--- src/rtl/core/cale_pkg.sv ---
package cale_pkg;

  // default build-time sizes
  localparam int unsigned CAPACITY_DEF   = 8;
  localparam int unsigned DATA_WIDTH_DEF = 32;

  // fixed field widths of the command and response channels
  localparam int unsigned OP_W      = 4;
  localparam int unsigned VAL_W     = 32;
  localparam int unsigned STAT_W    = 2;
  localparam int unsigned CNT_OUT_W = 4;

  typedef enum logic [OP_W-1:0] {
    OP_START  = 4'd0,
    OP_END    = 4'd1,
    OP_NEXT   = 4'd2,
    OP_BACK   = 4'd3,
    OP_GET    = 4'd4,
    OP_UPDATE = 4'd5,
    OP_APPEND = 4'd6,
    OP_REMOVE = 4'd7,
    OP_CLEAR  = 4'd8
  } op_e;

  typedef enum logic [STAT_W-1:0] {
    ST_OK    = 2'd0,
    ST_EMPTY = 2'd1,
    ST_FULL  = 2'd2,
    ST_RANGE = 2'd3
  } status_e;

  typedef enum logic [1:0] {
    S_IDLE,
    S_RD_WAIT,
    S_SHIFT,
    S_DONE
  } state_e;

  // finished command handed from the sequencer to the output stage
  typedef struct packed {
    logic    valid;
    status_e status;
  } res_t;

endpackage

--- src/rtl/core/cale_if.sv ---
interface cale_cmd_if
  import cale_pkg::*;
();
  logic                    valid;
  logic                    ready;
  logic [OP_W-1:0]         operation;
  logic signed [VAL_W-1:0] data_value;

  modport source (output valid, output operation, output data_value, input ready);
  modport sink   (input valid, input operation, input data_value, output ready);
endinterface

interface cale_rsp_if
  import cale_pkg::*;
();
  logic                    valid;
  logic                    ready;
  logic signed [VAL_W-1:0] read_value;
  logic [STAT_W-1:0]       status;
  logic [CNT_OUT_W-1:0]    element_count;
  logic [CNT_OUT_W-1:0]    cursor_index;

  modport source (output valid, output read_value, output status, output element_count,
                  output cursor_index, input ready);
  modport sink   (input valid, input read_value, input status, input element_count,
                  input cursor_index, output ready);
endinterface

--- src/rtl/core/cale_mem.sv ---
module cale_mem
  import cale_pkg::*;
#(
  parameter int unsigned DEPTH = CAPACITY_DEF,
  parameter int unsigned WIDTH = DATA_WIDTH_DEF,
  localparam int unsigned AW   = $clog2(DEPTH)
) (
  input  logic             clk_i,
  input  logic             we_i,
  input  logic [AW-1:0]    waddr_i,
  input  logic [WIDTH-1:0] wdata_i,
  input  logic             re_i,
  input  logic [AW-1:0]    raddr_i,
  output logic [WIDTH-1:0] rdata_o
);

  logic [WIDTH-1:0] mem_q [DEPTH];
  logic [WIDTH-1:0] rdata_q;

  always_ff @(posedge clk_i) begin
    if (we_i) begin
      mem_q[waddr_i] <= wdata_i;
    end
  end

  always_ff @(posedge clk_i) begin
    if (re_i) begin
      rdata_q <= mem_q[raddr_i];
    end
  end

  assign rdata_o = rdata_q;

endmodule

--- src/rtl/core/cale_ctrl.sv ---
module cale_ctrl
  import cale_pkg::*;
#(
  parameter int unsigned CAPACITY   = CAPACITY_DEF,
  parameter int unsigned DATA_WIDTH = DATA_WIDTH_DEF,
  localparam int unsigned AW        = $clog2(CAPACITY),
  localparam int unsigned CW        = $clog2(CAPACITY + 1)
) (
  input  logic                  clk_i,
  input  logic                  rst_ni,
  input  logic                  cmd_valid_i,
  output logic                  cmd_ready_o,
  input  op_e                   op_i,
  input  logic [DATA_WIDTH-1:0] data_i,
  input  logic                  res_take_i,
  output res_t                  res_o,
  output logic [DATA_WIDTH-1:0] rd_val_o,
  output logic [CW-1:0]         count_o,
  output logic [CW-1:0]         cursor_o,
  output logic                  we_o,
  output logic [AW-1:0]         waddr_o,
  output logic [DATA_WIDTH-1:0] wdata_o,
  output logic                  re_o,
  output logic [AW-1:0]         raddr_o,
  input  logic [DATA_WIDTH-1:0] rdata_i
);

  state_e                state_q, state_d;
  logic [CW-1:0]         count_q, count_d;
  logic [CW-1:0]         cursor_q, cursor_d;
  logic [AW-1:0]         idx_q, idx_d;
  status_e               status_q, status_d;
  logic [DATA_WIDTH-1:0] rdval_q, rdval_d;

  logic          accept;
  logic          empty;
  logic [AW-1:0] slot;
  logic [CW:0]   slot_p1;
  logic          shift_first;
  logic [CW:0]   shift_nx;
  logic          shift_more;
  logic [CW-1:0] rm_count;
  logic [CW-1:0] rm_cursor;

  assign accept      = cmd_valid_i && (state_q == S_IDLE);
  assign empty       = (count_q == '0);
  assign slot        = (cursor_q != '0) ? AW'(cursor_q - 1'b1) : '0;
  assign slot_p1     = (CW + 1)'(slot) + 1'b1;
  assign shift_first = slot_p1 < (CW + 1)'(count_q);
  assign shift_nx    = (CW + 1)'(idx_q) + 2'd2;
  assign shift_more  = shift_nx < (CW + 1)'(count_q);
  assign rm_count    = count_q - 1'b1;
  assign rm_cursor   = (cursor_q > rm_count) ? rm_count : cursor_q;

  always_comb begin
    state_d = state_q;
    unique case (state_q)
      S_IDLE: begin
        if (accept) begin
          if (!empty && op_i == OP_GET) begin
            state_d = S_RD_WAIT;
          end else if (!empty && op_i == OP_REMOVE && shift_first) begin
            state_d = S_SHIFT;
          end else begin
            state_d = S_DONE;
          end
        end
      end
      S_RD_WAIT: state_d = S_DONE;
      S_SHIFT: begin
        if (!shift_more) begin
          state_d = S_DONE;
        end
      end
      S_DONE: begin
        if (res_take_i) begin
          state_d = S_IDLE;
        end
      end
    endcase
  end

  always_comb begin
    count_d  = count_q;
    cursor_d = cursor_q;
    idx_d    = idx_q;
    status_d = status_q;
    rdval_d  = rdval_q;
    we_o     = 1'b0;
    waddr_o  = '0;
    wdata_o  = data_i;
    re_o     = 1'b0;
    raddr_o  = '0;
    unique case (state_q)
      S_IDLE: begin
        if (accept) begin
          status_d = ST_OK;
          rdval_d  = '0;
          unique case (op_i)
            OP_START: begin
              if (empty) status_d = ST_EMPTY;
              else cursor_d = CW'(1);
            end
            OP_END: begin
              if (empty) status_d = ST_EMPTY;
              else cursor_d = count_q;
            end
            OP_NEXT: begin
              if (empty) status_d = ST_EMPTY;
              else if (cursor_q >= count_q) status_d = ST_RANGE;
              else cursor_d = cursor_q + 1'b1;
            end
            OP_BACK: begin
              if (empty) status_d = ST_EMPTY;
              else if (cursor_q <= CW'(1)) status_d = ST_RANGE;
              else cursor_d = cursor_q - 1'b1;
            end
            OP_GET: begin
              if (empty) begin
                status_d = ST_EMPTY;
              end else begin
                re_o    = 1'b1;
                raddr_o = slot;
              end
            end
            OP_UPDATE: begin
              if (empty) begin
                status_d = ST_EMPTY;
              end else begin
                we_o    = 1'b1;
                waddr_o = slot;
              end
            end
            OP_APPEND: begin
              if (count_q >= CW'(CAPACITY)) begin
                status_d = ST_FULL;
              end else begin
                we_o    = 1'b1;
                waddr_o = AW'(count_q);
                count_d = count_q + 1'b1;
                if (empty) cursor_d = CW'(1);
              end
            end
            OP_REMOVE: begin
              if (empty) begin
                status_d = ST_EMPTY;
              end else if (shift_first) begin
                re_o    = 1'b1;
                raddr_o = AW'(slot_p1);
                idx_d   = slot;
              end else begin
                count_d  = rm_count;
                cursor_d = rm_cursor;
              end
            end
            OP_CLEAR: begin
              count_d  = '0;
              cursor_d = '0;
            end
            default: ;
          endcase
        end
      end
      S_RD_WAIT: rdval_d = rdata_i;
      S_SHIFT: begin
        // move the element read last cycle down one place
        we_o    = 1'b1;
        waddr_o = idx_q;
        wdata_o = rdata_i;
        if (shift_more) begin
          re_o    = 1'b1;
          raddr_o = AW'(shift_nx);
          idx_d   = idx_q + 1'b1;
        end else begin
          count_d  = rm_count;
          cursor_d = rm_cursor;
        end
      end
      S_DONE: ;
    endcase
  end

  always_ff @(posedge clk_i or negedge rst_ni) begin
    if (!rst_ni) begin
      state_q  <= S_IDLE;
      count_q  <= '0;
      cursor_q <= '0;
    end else begin
      state_q  <= state_d;
      count_q  <= count_d;
      cursor_q <= cursor_d;
    end
  end

  always_ff @(posedge clk_i) begin
    idx_q    <= idx_d;
    status_q <= status_d;
    rdval_q  <= rdval_d;
  end

  assign cmd_ready_o  = (state_q == S_IDLE);
  assign res_o.valid  = (state_q == S_DONE);
  assign res_o.status = status_q;
  assign rd_val_o     = rdval_q;
  assign count_o      = count_q;
  assign cursor_o     = cursor_q;

endmodule

--- src/rtl/core/cursor_array_list_engine.sv ---
// response path: start, end, next, back, update, append, clear and a remove with no element
//   behind the cursor go straight to the done state; get passes the read wait state first
// remove: shifts the k elements behind the cursor (at most CAPACITY-1) down, one per cycle
// throughput: next command accepted once the previous response enters the output register
// reset: asynchronous, clears count, cursor, sequencer and response valid; list memory is
//   not cleared, entries past the count are never read
module cursor_array_list_engine
  import cale_pkg::*;
#(
  parameter int unsigned CAPACITY   = CAPACITY_DEF,
  parameter int unsigned DATA_WIDTH = DATA_WIDTH_DEF
) (
  input  logic      clk_i,
  input  logic      rst_ni,
  cale_cmd_if.sink  cmd_i,
  cale_rsp_if.source rsp_o
);

  localparam int unsigned AW = $clog2(CAPACITY);
  localparam int unsigned CW = $clog2(CAPACITY + 1);

  // sequencer to memory port
  logic                  mem_we;
  logic [AW-1:0]         mem_waddr;
  logic [DATA_WIDTH-1:0] mem_wdata;
  logic                  mem_re;
  logic [AW-1:0]         mem_raddr;
  logic [DATA_WIDTH-1:0] mem_rdata;

  // sequencer to output stage
  res_t                         res;
  logic [DATA_WIDTH-1:0]        rd_val;
  logic signed [DATA_WIDTH-1:0] rd_val_s;
  logic [CW-1:0]                count;
  logic [CW-1:0]                cursor;
  logic                         res_take;
  logic                         load;

  // incoming value, sign extended or cut to the stored width
  logic signed [DATA_WIDTH-1:0] data_st;

  // output register
  logic                    rsp_valid_q, rsp_valid_d;
  logic signed [VAL_W-1:0] read_value_q;
  logic [STAT_W-1:0]       status_q;
  logic [CNT_OUT_W-1:0]    count_q;
  logic [CNT_OUT_W-1:0]    cursor_q;

  assign data_st  = DATA_WIDTH'(cmd_i.data_value);
  assign rd_val_s = rd_val;

  cale_ctrl #(
    .CAPACITY   (CAPACITY),
    .DATA_WIDTH (DATA_WIDTH)
  ) u_cale_ctrl (
    .clk_i       (clk_i),
    .rst_ni      (rst_ni),
    .cmd_valid_i (cmd_i.valid),
    .cmd_ready_o (cmd_i.ready),
    .op_i        (op_e'(cmd_i.operation)),
    .data_i      (data_st),
    .res_take_i  (res_take),
    .res_o       (res),
    .rd_val_o    (rd_val),
    .count_o     (count),
    .cursor_o    (cursor),
    .we_o        (mem_we),
    .waddr_o     (mem_waddr),
    .wdata_o     (mem_wdata),
    .re_o        (mem_re),
    .raddr_o     (mem_raddr),
    .rdata_i     (mem_rdata)
  );

  cale_mem #(
    .DEPTH (CAPACITY),
    .WIDTH (DATA_WIDTH)
  ) u_cale_mem (
    .clk_i   (clk_i),
    .we_i    (mem_we),
    .waddr_i (mem_waddr),
    .wdata_i (mem_wdata),
    .re_i    (mem_re),
    .raddr_i (mem_raddr),
    .rdata_o (mem_rdata)
  );

  // output slot is free when empty or being drained this cycle
  assign res_take = !rsp_valid_q || rsp_o.ready;
  assign load     = res.valid && res_take;

  always_comb begin
    rsp_valid_d = rsp_valid_q;
    if (load) begin
      rsp_valid_d = 1'b1;
    end else if (rsp_o.ready) begin
      rsp_valid_d = 1'b0;
    end
  end

  always_ff @(posedge clk_i or negedge rst_ni) begin
    if (!rst_ni) begin
      rsp_valid_q <= 1'b0;
    end else begin
      rsp_valid_q <= rsp_valid_d;
    end
  end

  // payload: count and cursor are reported in 4 bits
  always_ff @(posedge clk_i) begin
    if (load) begin
      read_value_q <= VAL_W'(rd_val_s);
      status_q     <= res.status;
      count_q      <= CNT_OUT_W'(count);
      cursor_q     <= CNT_OUT_W'(cursor);
    end
  end

  assign rsp_o.valid         = rsp_valid_q;
  assign rsp_o.read_value    = read_value_q;
  assign rsp_o.status        = status_q;
  assign rsp_o.element_count = count_q;
  assign rsp_o.cursor_index  = cursor_q;

endmodule

--- src/flat_wrapper.sv ---
// flat-port wrapper written by rule: the top's interface ports become plain ports
module cursor_array_list_engine_flat import cale_pkg::*;
#(
  parameter int unsigned CAPACITY   = CAPACITY_DEF,
  parameter int unsigned DATA_WIDTH = DATA_WIDTH_DEF
)
  (clk_i, rst_ni, cmd_i_valid, cmd_i_operation, cmd_i_data_value, cmd_i_ready, rsp_o_valid, rsp_o_read_value, rsp_o_status, rsp_o_element_count, rsp_o_cursor_index, rsp_o_ready);
  cale_cmd_if cmd_i_i ();
  cale_rsp_if rsp_o_i ();
  input  logic clk_i;
  input  logic rst_ni;
  input wire logic [$bits(cmd_i_i.valid)-1:0] cmd_i_valid;
  input wire logic [$bits(cmd_i_i.operation)-1:0] cmd_i_operation;
  input wire logic [$bits(cmd_i_i.data_value)-1:0] cmd_i_data_value;
  output wire logic [$bits(cmd_i_i.ready)-1:0] cmd_i_ready;
  output wire logic [$bits(rsp_o_i.valid)-1:0] rsp_o_valid;
  output wire logic [$bits(rsp_o_i.read_value)-1:0] rsp_o_read_value;
  output wire logic [$bits(rsp_o_i.status)-1:0] rsp_o_status;
  output wire logic [$bits(rsp_o_i.element_count)-1:0] rsp_o_element_count;
  output wire logic [$bits(rsp_o_i.cursor_index)-1:0] rsp_o_cursor_index;
  input wire logic [$bits(rsp_o_i.ready)-1:0] rsp_o_ready;
  assign cmd_i_i.valid = cmd_i_valid;
  assign cmd_i_i.operation = cmd_i_operation;
  assign cmd_i_i.data_value = cmd_i_data_value;
  assign cmd_i_ready = cmd_i_i.ready;
  assign rsp_o_valid = rsp_o_i.valid;
  assign rsp_o_read_value = rsp_o_i.read_value;
  assign rsp_o_status = rsp_o_i.status;
  assign rsp_o_element_count = rsp_o_i.element_count;
  assign rsp_o_cursor_index = rsp_o_i.cursor_index;
  assign rsp_o_i.ready = rsp_o_ready;
  cursor_array_list_engine #(.CAPACITY(CAPACITY), .DATA_WIDTH(DATA_WIDTH)) u_core (.clk_i(clk_i), .rst_ni(rst_ni), .cmd_i(cmd_i_i), .rsp_o(rsp_o_i));
endmodule
--- config.mk ---
export PLATFORM = sky130hd
export DESIGN_NAME = cursor_array_list_engine_flat
export DESIGN_NICKNAME = d
export VERILOG_FILES = /design/src/rtl/core/cale_pkg.sv /design/src/rtl/core/cale_if.sv /design/src/rtl/core/cale_mem.sv /design/src/rtl/core/cale_ctrl.sv /design/src/rtl/core/cursor_array_list_engine.sv /design/src/flat_wrapper.sv
export SDC_FILE = /design/constraint.sdc
export NUM_CORES = 1
export LEC_CHECK = 0
export BUFFER_PORTS_ARGS = -buffer_cell sky130_fd_sc_hd__buf_2
export CORE_MARGIN = 10
export CORE_UTILIZATION = 61
export DETAILED_ROUTE_END_ITERATION = 12
export MAX_ROUTING_LAYER = met4
export PLACE_DENSITY = 0.81
export SLEW_MARGIN = 40
export SYNTH_ARGS = -nofsm -noshare
export SYNTH_HDL_FRONTEND = slang
export SYNTH_HIERARCHICAL = 1
export SYNTH_SLANG_ARGS = --single-unit
--- constraint.sdc ---
create_clock -name clk_i -period 5.85 [get_ports clk_i]
set_clock_uncertainty 0.2 [all_clocks]
set_input_delay 1.17 -clock clk_i [delete_from_list [all_inputs] [get_ports clk_i]]
set_output_delay 1.17 -clock clk_i [all_outputs]
set_load 0.02 [all_outputs]
**Yosys cells after proc, flatten, opt, wreduce, memory -nomap -nowiden**

Memories as Yosys holds them, arrays and structs flattened. A register that Yosys moved wholly into a read port is not among the register bits.
Cells that the tools add are included.

- Add/sub/neg operators: 7
- $mul: 0
- Div/mod/pow operators: 0
- $lt $le $gt $ge: 6
- Eq/ne operators: 30
- Shift-type cells: 0
- Multiplexer cells: 71
- Bitwise logic cells: 0
- Reductions and logical operators: 22

Operators by type and width:

| operator | number |
|---|---|
| $mux 4 | 18 |
| $mux 32 | 2 |
| $pmux 32 s2 | 1 |
| $mux 3 | 13 |
| $ne 3x3->1 const B | 10 |
| $pmux 3 s2 | 5 |
| $pmux 4 s7 | 1 |
| $mux 2 | 9 |
| $eq 4x3->1 const B | 4 |
| $pmux 2 s4 | 2 |
| $pmux 4 s2 | 2 |
| $reduce_and 14->1 | 1 |
| $mux 1 | 13 |
| $pmux 4 s3 | 1 |
| $add 4x1->4 const B | 2 |
| $eq 4x2->1 const B | 2 |
| $logic_not 4->1 | 2 |
| $lt 4x4->1 | 2 |
| $ne 2x2->1 const B | 4 |
| $ne 8x1->1 const B | 1 |
| $pmux 1 s2 | 4 |
| $sub 4x1->4 const B | 2 |
| $reduce_and 7->1 | 1 |
| $ne 2x1->1 const B | 3 |
| other kinds (22) | 31 |

- Register bits after elaboration: 90
- Bits in latches: 0
- Bits in writable memories: 256
- Bits in read-only memories: 0
- Input port bits: 40
- Output and inout bits: 44
- Logic and storage cells: 148
- Memories: 1

Memories:

| memory | depth | bits a word | read ports | clocked after Yosys merged registers in | wr ports | line | RTL |
|---|---|---|---|---|---|---|---|
| u_core.u_cale_mem.mem_q | 8 | 32 | 1 | 1 | 1 | cale_mem.sv:17 | `logic [WIDTH-1:0] mem_q [DEPTH];` |

**Logic depth before layout (Yosys ltp)**

Gate-level depths: netlist (run 1).

- Depth in word-level cells: 9
- Depth in mapped cells: 18
- Mapped depth without buffers: 15

**Cells and area by module**

The synthesis (run 1) kept the hierarchy.

By module, submodules not included:

| module | times used | cells each | area an instance (um^2) | seq. area each (um^2) |
|---|---|---|---|---|
| cale_mem | 1 | 415 | 10786.6 | 8648.3 |
| cale_ctrl | 1 | 351 | 3552.2 | 1361.3 |
| cursor_array_list_engine | 1 | 46 | 1315.0 | 1286.2 |

**Least setup slack after synthesis (run 1)**

Ideal clock, no wire load.

- Kind: input-to-reg
- Start: input cmd_i_operation[1]
- End: memory u_core/u_cale_mem/mem_q[4][0] (netlist name), enable pin
- Setup time: 461 ps
- Arrival time: 4463 ps
- Required time: 5189 ps
- Slack: 726 ps
- Cell stages on the path: 7
- Buffers on the path: 2
- Path through: buf_2 -> buf_1 -> or3_1 -> o21ai_0 -> a22o_1 -> nand2_1 -> nor3_1

- Elaborated cells between the ends (all ways): 10
- Classes of those cells: eq/ne: 2; mux: 8

RTL lines:

| what | line | RTL |
|---|---|---|
| start, declared | flat_wrapper.sv:13 | `input wire logic [$bits(cmd_i_i.operation)-1:0] cmd_i_operation;` |
| $eq 4x3->1 | cale_ctrl.sv:99 | `unique case (op_i)` |
| $pmux 3 s2 (*) | cale_ctrl.sv:99 |  |
| $mux 3 (*) | cale_ctrl.sv:96 | `if (accept) begin` |
| $pmux 3 s2 (*) | cale_ctrl.sv:94 | `unique case (state_q)` |
| named net u_core.mem_waddr[2] | cursor_array_list_engine.sv:24 | `logic [AW-1:0] mem_waddr;` |
| end, declared | cale_mem.sv:17 |  |

The timed path passes the listed nets; every way through them passes the cells marked *.

**Worst setup path in the final report (run 1)**

- Start: register u_core.u_cale_ctrl.cursor_q[0] (netlist: u_core/u_cale_ctrl/cursor_o[0])
- End: register u_core.u_cale_mem.rdata_q[25] (netlist: u_core/u_cale_mem/rdata_o[25]) (read register of u_core.u_cale_mem.mem_q), data pin

- Word-level cells in the longest chain between the ends: 9
- Elaborated cells between the ends (all ways): 16
- Classes of those cells: add/sub: 2; order compare: 1; mux: 12; reduce/logical: 1

Ends and longest elaborated chain:

| what | line | RTL |
|---|---|---|
| start, declared | cale_ctrl.sv:30 | `logic [CW-1:0] cursor_q, cursor_d;` |
| start signal, assigned | cale_ctrl.sv:191 | `cursor_q <= cursor_d;` |
| $sub 4x1->4 / $reduce_bool 4->1 (equally long branches) | -- |  |
| $mux 3 (*) | cale_ctrl.sv:47 | `assign slot = (cursor_q != '0) ? AW'(cursor_q - 1'b1) : '0;` |
| $add 3x1->4 | cale_ctrl.sv:48 | `assign slot_p1 = (CW + 1)'(slot) + 1'b1;` |
| $lt 4x4->1 | cale_ctrl.sv:49 | `assign shift_first = slot_p1 < (CW + 1)'(count_q);` |
| $mux 3 | cale_ctrl.sv:147 | `end else if (shift_first) begin` |
| $mux 3 | cale_ctrl.sv:145 | `if (empty) begin` |
| $pmux 3 s2 (*) | cale_ctrl.sv:99 |  |
| $mux 3 (*) | cale_ctrl.sv:96 |  |
| $pmux 3 s2 (*) | cale_ctrl.sv:94 |  |
| named net u_core.mem_raddr[0] | cursor_array_list_engine.sv:27 | `logic [AW-1:0] mem_raddr;` |
| end, declared | cale_mem.sv:18 | `logic [WIDTH-1:0] rdata_q;` |

Marks and branches as above.
A chain may end at the register's enable or synchronous reset.

==> metrics.txt, run 1 <==
DR WL/cell=25.2 um; GRT overflow=0; Power Density=553 mW/mm2; f_max=202 MHz; fin. max-slew vios=0; worst-margin pin slew=820 ps; die area=0.0325 mm2; max incr delay on CP=640 ps; deepest clock path buffer count=3; largest cells by area after synthesis=edfxtp_1, mux4_1, mux2_2; via count=7975; post-synth top area share=70.4%; fill cell count=1460; CTS clk-pin slew, worst paths=60 ps; top cell family by delay on the critical path=multiplexers; CP endpoint kind=flop; Yosys cell types=63; status=completed; RSZ-0062 raised after global routing=false; Slowest-stage cell, CP=dfrtp_1; CP Buf/Inv Count=3; H-tree levels=2; first-pass GRT wire length=49.5 mm; Synth Warn #=6; nets=985; Final setup violation count=0; CTS tree=yes; I/O pin total=84; largest net degree at the start of global routing=43; Leak Pwr=6.07 nW; max_slew headroom=44.0%; Yosys reg bits=378; crit path max fanout=30; cts hold-fix bufs=0; initial antenna violation count=0; hold depth=0; Req. time, crit path=5930 ps; Port Buffers=83; Fin. Hold Viols=0; Async S/R FF share, synth=2.91%; cell taking the most area after synthesis=edfxtp_1; post-synth net total=877; CP Depth=16; worst skew pair latency=530 ps; Rows=58; Post-synth EDFFs=367; worst r2r path cells=16; CP arrival=5030 ps; # Post-CTS Setup Buffers=0; DRT Wirelength=32.3 mm; max_cap viols=0; Worst Hold Class=flop to flop; fin crit period=4950 ps; vias in the first global route=8208; Remaining DRCs=0; via/cell ratio=6.23; multi-input logic area=0.00416 mm2; most common flop cell mapped by yosys=edfxtp_1; Die X=180 um; die height=180 um; root buffer cell=clkbuf_16; WHS=211 ps; CP Launch Type=flop; post-route ant nets=0; detailed-placement wirelength estimate=18.5 mm; Sequential Area=0.0113 mm2; drt initial violations=763; Final period util=84.7%; Core ar.=0.0252 mm2; synthesized area=0.0157 mm2; layout cells sized above 1=28.6%; Initial Util=62.2%; post_cts resized=0; Total GRT Usage=20.2%; Placer Congestion=0.897; Crit Path Category=flop to flop; iteration count of the initial detailed-routing pass=5; TritonCTS buffer count=38; Sum Neg Setup Slack=0 ps; total clock sinks=378; Area growth, synth to finish=14.0%; worst-path cell chain=inv_1 -> ha_1 -> inv_1 -> nor3b_1 -> a21oi_1 -> o21ai_0 -> ha_1 -> o211a_1 -> o41ai_4 -> nand2_2 -> nor4_4 -> mux2i_1 -> o22ai_4 -> buf_12 -> mux4_1 -> mux2_2; sequential element share of the synthesized area=72.2%; cells after synthesis=812; maximum vdd drop=0.342 mV; Synth Area per Inst=19.3 um2
[layout make-up]
class	instances	share of cell area, %
flip-flops and latches	378	63.3
multi-input cells	377	23.3
diodes	1	0.0140
clock inverters	16	1.15
inverters	20	0.435
repair buffers	105	3.53
well taps	330	2.31
clock buffers	54	5.96
[state kept, by name, summed over array words and instances, names as in the netlist]
register and count:
u_core/rsp_o.status 2, u_core/rsp_o.element_count 4, u_core/rsp_o.cursor_index 4, u_core/u_cale_ctrl/cursor_o 4
u_core/u_cale_ctrl/status_q 2, u_core/u_cale_ctrl/state_q 2, u_core/rsp_o.read_value 32, u_core/u_cale_mem/mem_q 256
u_core/u_cale_ctrl/rd_val_o 32, u_core/u_cale_ctrl/idx_q 3, u_core/u_cale_mem/rdata_o 32, u_core/rsp_o.valid 1
u_core/u_cale_ctrl/count_o 4
[Yosys cell counts, drive strengths merged (8+ instances only)]
cell type	number
ha	25
nand2b	8
mux4	64
a21oi	17
mux2	66
clkbuf	10
inv	20
buf	27
nor3	9
and2	33
nand2	28
edfxtp	367
o21ai	20
dfrtp	11
nor2	22
[per-layer routing]
metal / track usage (%) / wire, um / vias to the layer above
li1: - / - / 3504
met1: 26.7 / 13200 / 4049
met2: 31.4 / 15800 / 364
met3: 3.73 / 2440 / 58
met4: 6.46 / 791 / 0
met5: - / 0 / -
[kinds of logic after synthesis]
logic type | after synthesis | share of synthesized area (%)
AOI/OAI and AO/OA | 81 | 3.67
xor gates and xnor gates | 8 | 0.448
adders and majority gates | 25 | 2.00
buffers and inverters | 57 | 1.88
DFF | 378 | 72.2
muxes | 135 | 15.2
and+or+nand+nor | 128 | 4.61
[worst paths after layout]
| check | end | startpoint | slack [ps] |
|---|---|---|---|
| hold / removal | u_core/rsp_o.read_value[26] | u_core/u_cale_ctrl/rd_val_o[26] | 210 |
| hold reg to reg | u_core/rsp_o.read_value[26] | u_core/u_cale_ctrl/rd_val_o[26] | 210 |
| setup / recovery | u_core/u_cale_mem/rdata_o[25] | u_core/u_cale_ctrl/cursor_o[0] | 900 |
| max in group asynchronous | u_core/rsp_o.valid | rst_ni | 4900 |
| min in group asynchronous | u_core/u_cale_ctrl/cursor_o[1] | rst_ni | 330 |
| setup reg to reg | u_core/u_cale_mem/rdata_o[25] | u_core/u_cale_ctrl/cursor_o[0] | 900 |
[per-stage QoR]
step / utilization [%] / setup WS (ps) / power [W] / area, um2 / instances
floorplan: - / 726 / 0.00648 / 15700 / 812
global placement: 65.8 / 1090 / 0.00731 / 16600 / 1210
detailed placement: 65.8 / 955 / 0.00743 / 16600 / 1210
CTS: 70.9 / 892 / 0.00994 / 17800 / 1280
global route: 70.9 / 638 / 0.0103 / 17800 / 1280
finish: 70.9 / 896 / 0.00987 / 17800 / 1281
[placed cells by master, fill, tap and decap left out, types with 3 or more instances in the layout]
cell and n:
a2bb2oi_1 3, or3_1 3, nand2_1 27, mux4_1 40, nor2b_1 4, a22o_1 7
buf_2 83, a211oi_1 3, mux2i_1 5, buf_4 18, clkinv_1 6, o31ai_1 3
nor2_1 16, nor2_4 6, mux2_2 66, nand2b_1 7, o2bb2ai_1 5, edfxtp_1 367
mux4_2 24, a21oi_1 17, clkinv_2 3, ha_1 23, bufinv_16 4, nand3_1 4
clkbuf_1 13, dfrtp_1 11, xnor2_1 6, buf_12 4, inv_1 19, o21ai_0 16
nor3_1 7, and3_1 5, and2_1 32, o21a_1 5, clkbuf_16 40
[power breakdown]
part           total [W]  internal [W]  switching, W
clock network    0.00244       0.00146      0.000989
logic            0.00309       0.00125       0.00184
registers        0.00433       0.00404      0.000292
total            0.00987       0.00675       0.00312
Note: power is estimated with default switching activity, not from simulation.
==> run 2: changes to the inputs <==
- CORE_UTILIZATION: 61 -> 55
- PLACE_DENSITY: 0.81 -> 0.77
- clock period: 5.85 -> 4.1 ns (I/O delays scaled with it)
==> metrics.txt, run 2 (synthesized netlist as in run 1, its figures left out) <==
H-tree levels=2; vias in the first global route=8234; via count=7999; met3 GRT Util=3.55%; most frequent cells in the layout=edfxtp_1, buf_2, mux2_2; Slowest-stage cell, CP=mux4_1; commonest non-fill, non-tap cell in the layout=edfxtp_1; post-placement worst setup slack=66.5 ps; Die X=189 um; first-pass GRT wire length=48.7 mm; Initial Util=56.0%; die area=0.0356 mm2; max incr delay on CP=570 ps; Total GRT Usage=18.1%; Final period util=94.9%; via/cell ratio=5.93; initial antenna violation count=0; RSZ-0062 raised after global routing=false; Core ar.=0.0279 mm2; CTS clk-pin slew, worst paths=60 ps; Req. time, crit path=4170 ps; TritonCTS buffer count=38; CTS tree=yes; I/O pin total=84; DR WL/cell=23.3 um; Area growth, synth to finish=16.4%; worst skew pair latency=530 ps; CP Launch Type=flop; Reg with most FFs=u_core/u_cale_mem/mem_q; CP endpoint kind=flop; detailed-placement wirelength estimate=18.5 mm; Crit Path Category=flop to flop; deepest clock path buffer count=3; Port Buffers=83; Remaining DRCs=0; f_max=257 MHz; worst-path cell chain=inv_2 -> ha_4 -> nor3b_4 -> nor2_1 -> ha_1 -> o211a_1 -> o41ai_4 -> nand2_2 -> nor4_4 -> mux2i_1 -> o22ai_4 -> buf_12 -> buf_12 -> mux4_1 -> mux2_2; total clock sinks=378; met2 usage=28.6%; die height=189 um; crit path max fanout=14; busiest grt layer=met2; Sum Neg Setup Slack=0 ps; DRT Wirelength=31.4 mm; CP arrival=3960 ps; GRT overflow=0; fin crit period=3890 ps; Leak Pwr=6.18 nW; status=completed; Worst Hold Class=flop to flop; max_slew headroom=57.5%; fin. max-slew vios=0; Rows=61; maximum vdd drop=0.433 mV; max_cap viols=0; Power Density=775 mW/mm2; root buffer cell=clkbuf_16; worst-margin pin slew=637 ps; nets=1014; layout cells sized above 1=31.5%; Fin. Hold Viols=0; GRT met1 Usage=23.9%; Placer Congestion=0.898; Setup WS post-layout=208 ps; Antenna diodes=0; most used cell, CP=buf_12; Final setup violation count=0; iteration count of the initial detailed-routing pass=5; largest net degree at the start of global routing=43; post-route ant nets=0; drt initial violations=693; max FFs per register=256
-- run 2: cell count changes in the layout (fill, tap and decap cells not counted), sizes merged --
| cell | change |
|---|---|
| buf | +28 |
| clkbuf | -9 |
| clkinv | -5 |
| clkinvlp | +5 |
| bufinv | -1 |
| diode | -1 |
| dlygate4sd3 | +1 |
| inv | +1 |
-- run 2: cell type report --
class	instances	area, um2
Sequential cell	378	11300
Clock inverter	16	180
Tap cell	378	473
Timing Repair Buffer	134	1000
Multi-Input combinational cell	377	4190
Clock buffer	45	998
Fill cell	1856	9720
Inverter	20	77.6
-- run 2: where the power goes --
part | total [W] | leakage (nW) | switching [W] | internal [W]
Clock | 0.00332 | 0.557 | 0.00139 | 0.00193
Combinational | 0.00475 | 2.13 | 0.00274 | 0.00201
Sequential | 0.00605 | 3.50 | 0.000301 | 0.00575
Total | 0.0141 | 6.18 | 0.00444 | 0.00969
-- run 2: what timing repair did --
action,4_1_cts,5_1_grt
endpoints found under the setup margin,0,32
resized for setup,0,7
buffers inserted,0,3
hold buffers,1,0
hold endpoints to repair,11,0
-- run 2: through the flow --
stage	total power [W]	hold slack, ps	instances	cell area (um2)	utilization [%]
2_1_floorplan	0.00926	200	812	15700	-
3_3_place_gp	0.0107	201	1283	17000	60.8
4_1_cts	0.0142	217	1345	18200	65.1
6_report	0.0141	212	1348	18200	65.2
5_1_grt	0.0148	226	1348	18200	65.2
3_5_place_dp	0.0108	205	1283	17000	60.8
-- run 2: worst max-delay path: cells and delay by family, from the launching register on --
kind | cells | cell delay, ps
muxes | 3 | 1000
and+or+nand+nor | 4 | 650
AOI/OAI and AO/OA | 3 | 510
adders and majority gates | 2 | 440
buffers and inverters | 3 | 420
DFF | 1 | 390
-- run 2: path summary, 6_finish.rpt --
check                                                      from  cells past startpoint  slack, ps                       endpoint
worst max-delay path             u_core/u_cale_ctrl/cursor_o[0]                     15        210   u_core/u_cale_mem/rdata_o[8]
worst min-delay path            u_core/u_cale_ctrl/rd_val_o[31]                      0        210    u_core/rsp_o.read_value[31]
worst max register to register   u_core/u_cale_ctrl/cursor_o[0]                     15        210   u_core/u_cale_mem/rdata_o[8]
worst min register to register  u_core/u_cale_ctrl/rd_val_o[31]                      0        210    u_core/rsp_o.read_value[31]
max in group asynchronous                                rst_ni                      2       2950             u_core/rsp_o.valid
min in group asynchronous                                rst_ni                      2        510  u_core/u_cale_ctrl/count_o[3]
-- run 2: layer usage --
layer / wire length, um / up-vias
li1: - / 3566
met1: 13100 / 4083
met2: 15500 / 305
met3: 2170 / 45
met4: 610 / 0
met5: 0 / -
==> run 3: changes to the inputs <==
- BUFFER_PORTS_ARGS: -buffer_cell sky130_fd_sc_hd__buf_2 -> unset
- CORE_UTILIZATION: 55 -> 57
- DONT_BUFFER_PORTS: unset -> 1
- PLACE_DENSITY: 0.77 -> 0.76
==> metrics.txt, run 3 (synthesized netlist as in run 1, its figures left out) <==
status=completed; Sequential Area=0.0113 mm2; via/cell ratio=6.36; fill cell count=1733; Fin. Hold Viols=0; first-pass GRT wire length=48.1 mm; H-tree levels=2; DRT Wirelength=32.8 mm; Worst Hold Class=flop to flop; die area=0.0345 mm2; maximum vdd drop=0.485 mV; detailed-placement wirelength estimate=18.9 mm; multi-input logic area=0.00419 mm2; I/O pin total=84; deepest clock path buffer count=3; Final setup violation count=0; initial antenna violation count=3; max_slew headroom=53.1%; Req. time, crit path=4170 ps; total clock sinks=378; post-route ant nets=0; post-placement worst setup slack=55.2 ps; Initial Util=57.9%; Reg with most FFs=u_core/u_cale_mem/mem_q; CP Launch Type=flop; worst-margin pin slew=701 ps; fin. max-slew vios=0; nets=925; Area growth, synth to finish=13.4%; root buffer cell=clkbuf_16; post-layout instance area=0.0178 mm2; layout cells sized above 1=24.5%; most frequent cells in the layout=edfxtp_1, mux2_2, clkbuf_16; CP arrival=4030 ps; commonest non-fill, non-tap cell in the layout=edfxtp_1; CTS tree=yes; Final period util=96.5%; die height=186 um; Placer Congestion=0.913; crit path max fanout=7; Die X=186 um; iteration count of the initial detailed-routing pass=4; max FFs per register=256; Core ar.=0.0270 mm2; reg2reg setup slack=140 ps; placed insts=1152; Crit Path Category=flop to flop; DR WL/cell=26.8 um; CTS clk-pin slew, worst paths=60 ps; TritonCTS buffer count=38; worst skew pair latency=520 ps; Leak Pwr=5.85 nW; max_cap viols=0; Rows=60; Power Density=794 mW/mm2; vias in the first global route=8044; WHS=215 ps; f_max=253 MHz; RSZ-0062 raised after global routing=true; fin crit period=3960 ps; fin cells=1227; via count=7808; GRT overflow=0; largest net degree at the start of global routing=43; Port Buffers=0; CP endpoint kind=flop; Remaining DRCs=0; Sum Neg Setup Slack=0 ps; placed cell areas=0.0164 mm2; drt initial violations=614; Total GRT Usage=19.0%; Setup WS post-layout=143 ps
-- run 3: final timing paths --
kind | from | to | cells after the start
setup / recovery | u_core/u_cale_ctrl/cursor_o[0] | u_core/u_cale_mem/rdata_o[18] | 17
hold / removal | u_core/u_cale_ctrl/rd_val_o[27] | u_core/rsp_o.read_value[27] | 0
setup reg to reg | u_core/u_cale_ctrl/cursor_o[0] | u_core/u_cale_mem/rdata_o[18] | 17
hold reg to reg | u_core/u_cale_ctrl/rd_val_o[27] | u_core/rsp_o.read_value[27] | 0
max in group asynchronous | rst_ni | u_core/u_cale_ctrl/state_q[1] | 1
min in group asynchronous | rst_ni | u_core/u_cale_ctrl/cursor_o[1] | 1
-- run 3: metal layers --
metal  track usage, %  share of wire, %
met1             25.1                42
met5                -                 0
met4             4.48               1.6
met3             3.94               7.6
met2             30.0                49
-- run 3: timing repair --
| action | CTS | global route |
|---|---|---|
| hold buffers | 1 | 0 |
| setup buffers | 0 | 2 |
| gates resized for setup | 0 | 7 |
| hold endpoints to repair | 11 | 0 |
| setup endpoints to repair | 0 | 32 |
-- run 3: where the power goes --
group / leakage (nW) / switching (W) / internal (W)
logic: 1.78 / 0.00251 / 0.00194
registers: 3.50 / 0.000569 / 0.00577
clock network: 0.569 / 0.00136 / 0.00195
total: 5.85 / 0.00444 / 0.00966
-- run 3: area by class of cell --
type | instances | share of cell area [%]
repair buffers | 45 | 3.31
inverters | 20 | 0.437
clock inverters | 18 | 1.12
diodes | 3 | 0.0423
well taps | 341 | 2.40
flip-flops and latches | 378 | 63.6
clock buffers | 45 | 5.50
multi-input cells | 377 | 23.6
-- run 3: critical path, stage by stage (launching register included) --
cell and delay (ps):
dfrtp_1 390, inv_2 90, ha_4 160, inv_1 50, nor3b_1 190, a21oi_1 90
o21ai_1 190, ha_1 270, o211a_1 160, o41ai_4 60, nand2_2 130, nor4_4 170
mux2i_1 150, o22ai_4 190, buf_8 190, clkbuf_16 180, mux4_1 560, mux2_2 280
-- run 3: metrics by stage --
| step | power, W | util, % |
|---|---|---|
| after floorplan | 0.00926 | - |
| after global placement | 0.0104 | 60.7 |
| after detailed placement | 0.0107 | 60.7 |
| after CTS | 0.0140 | 65.1 |
| after global routing | 0.0148 | 65.7 |
| final | 0.0141 | 65.7 |
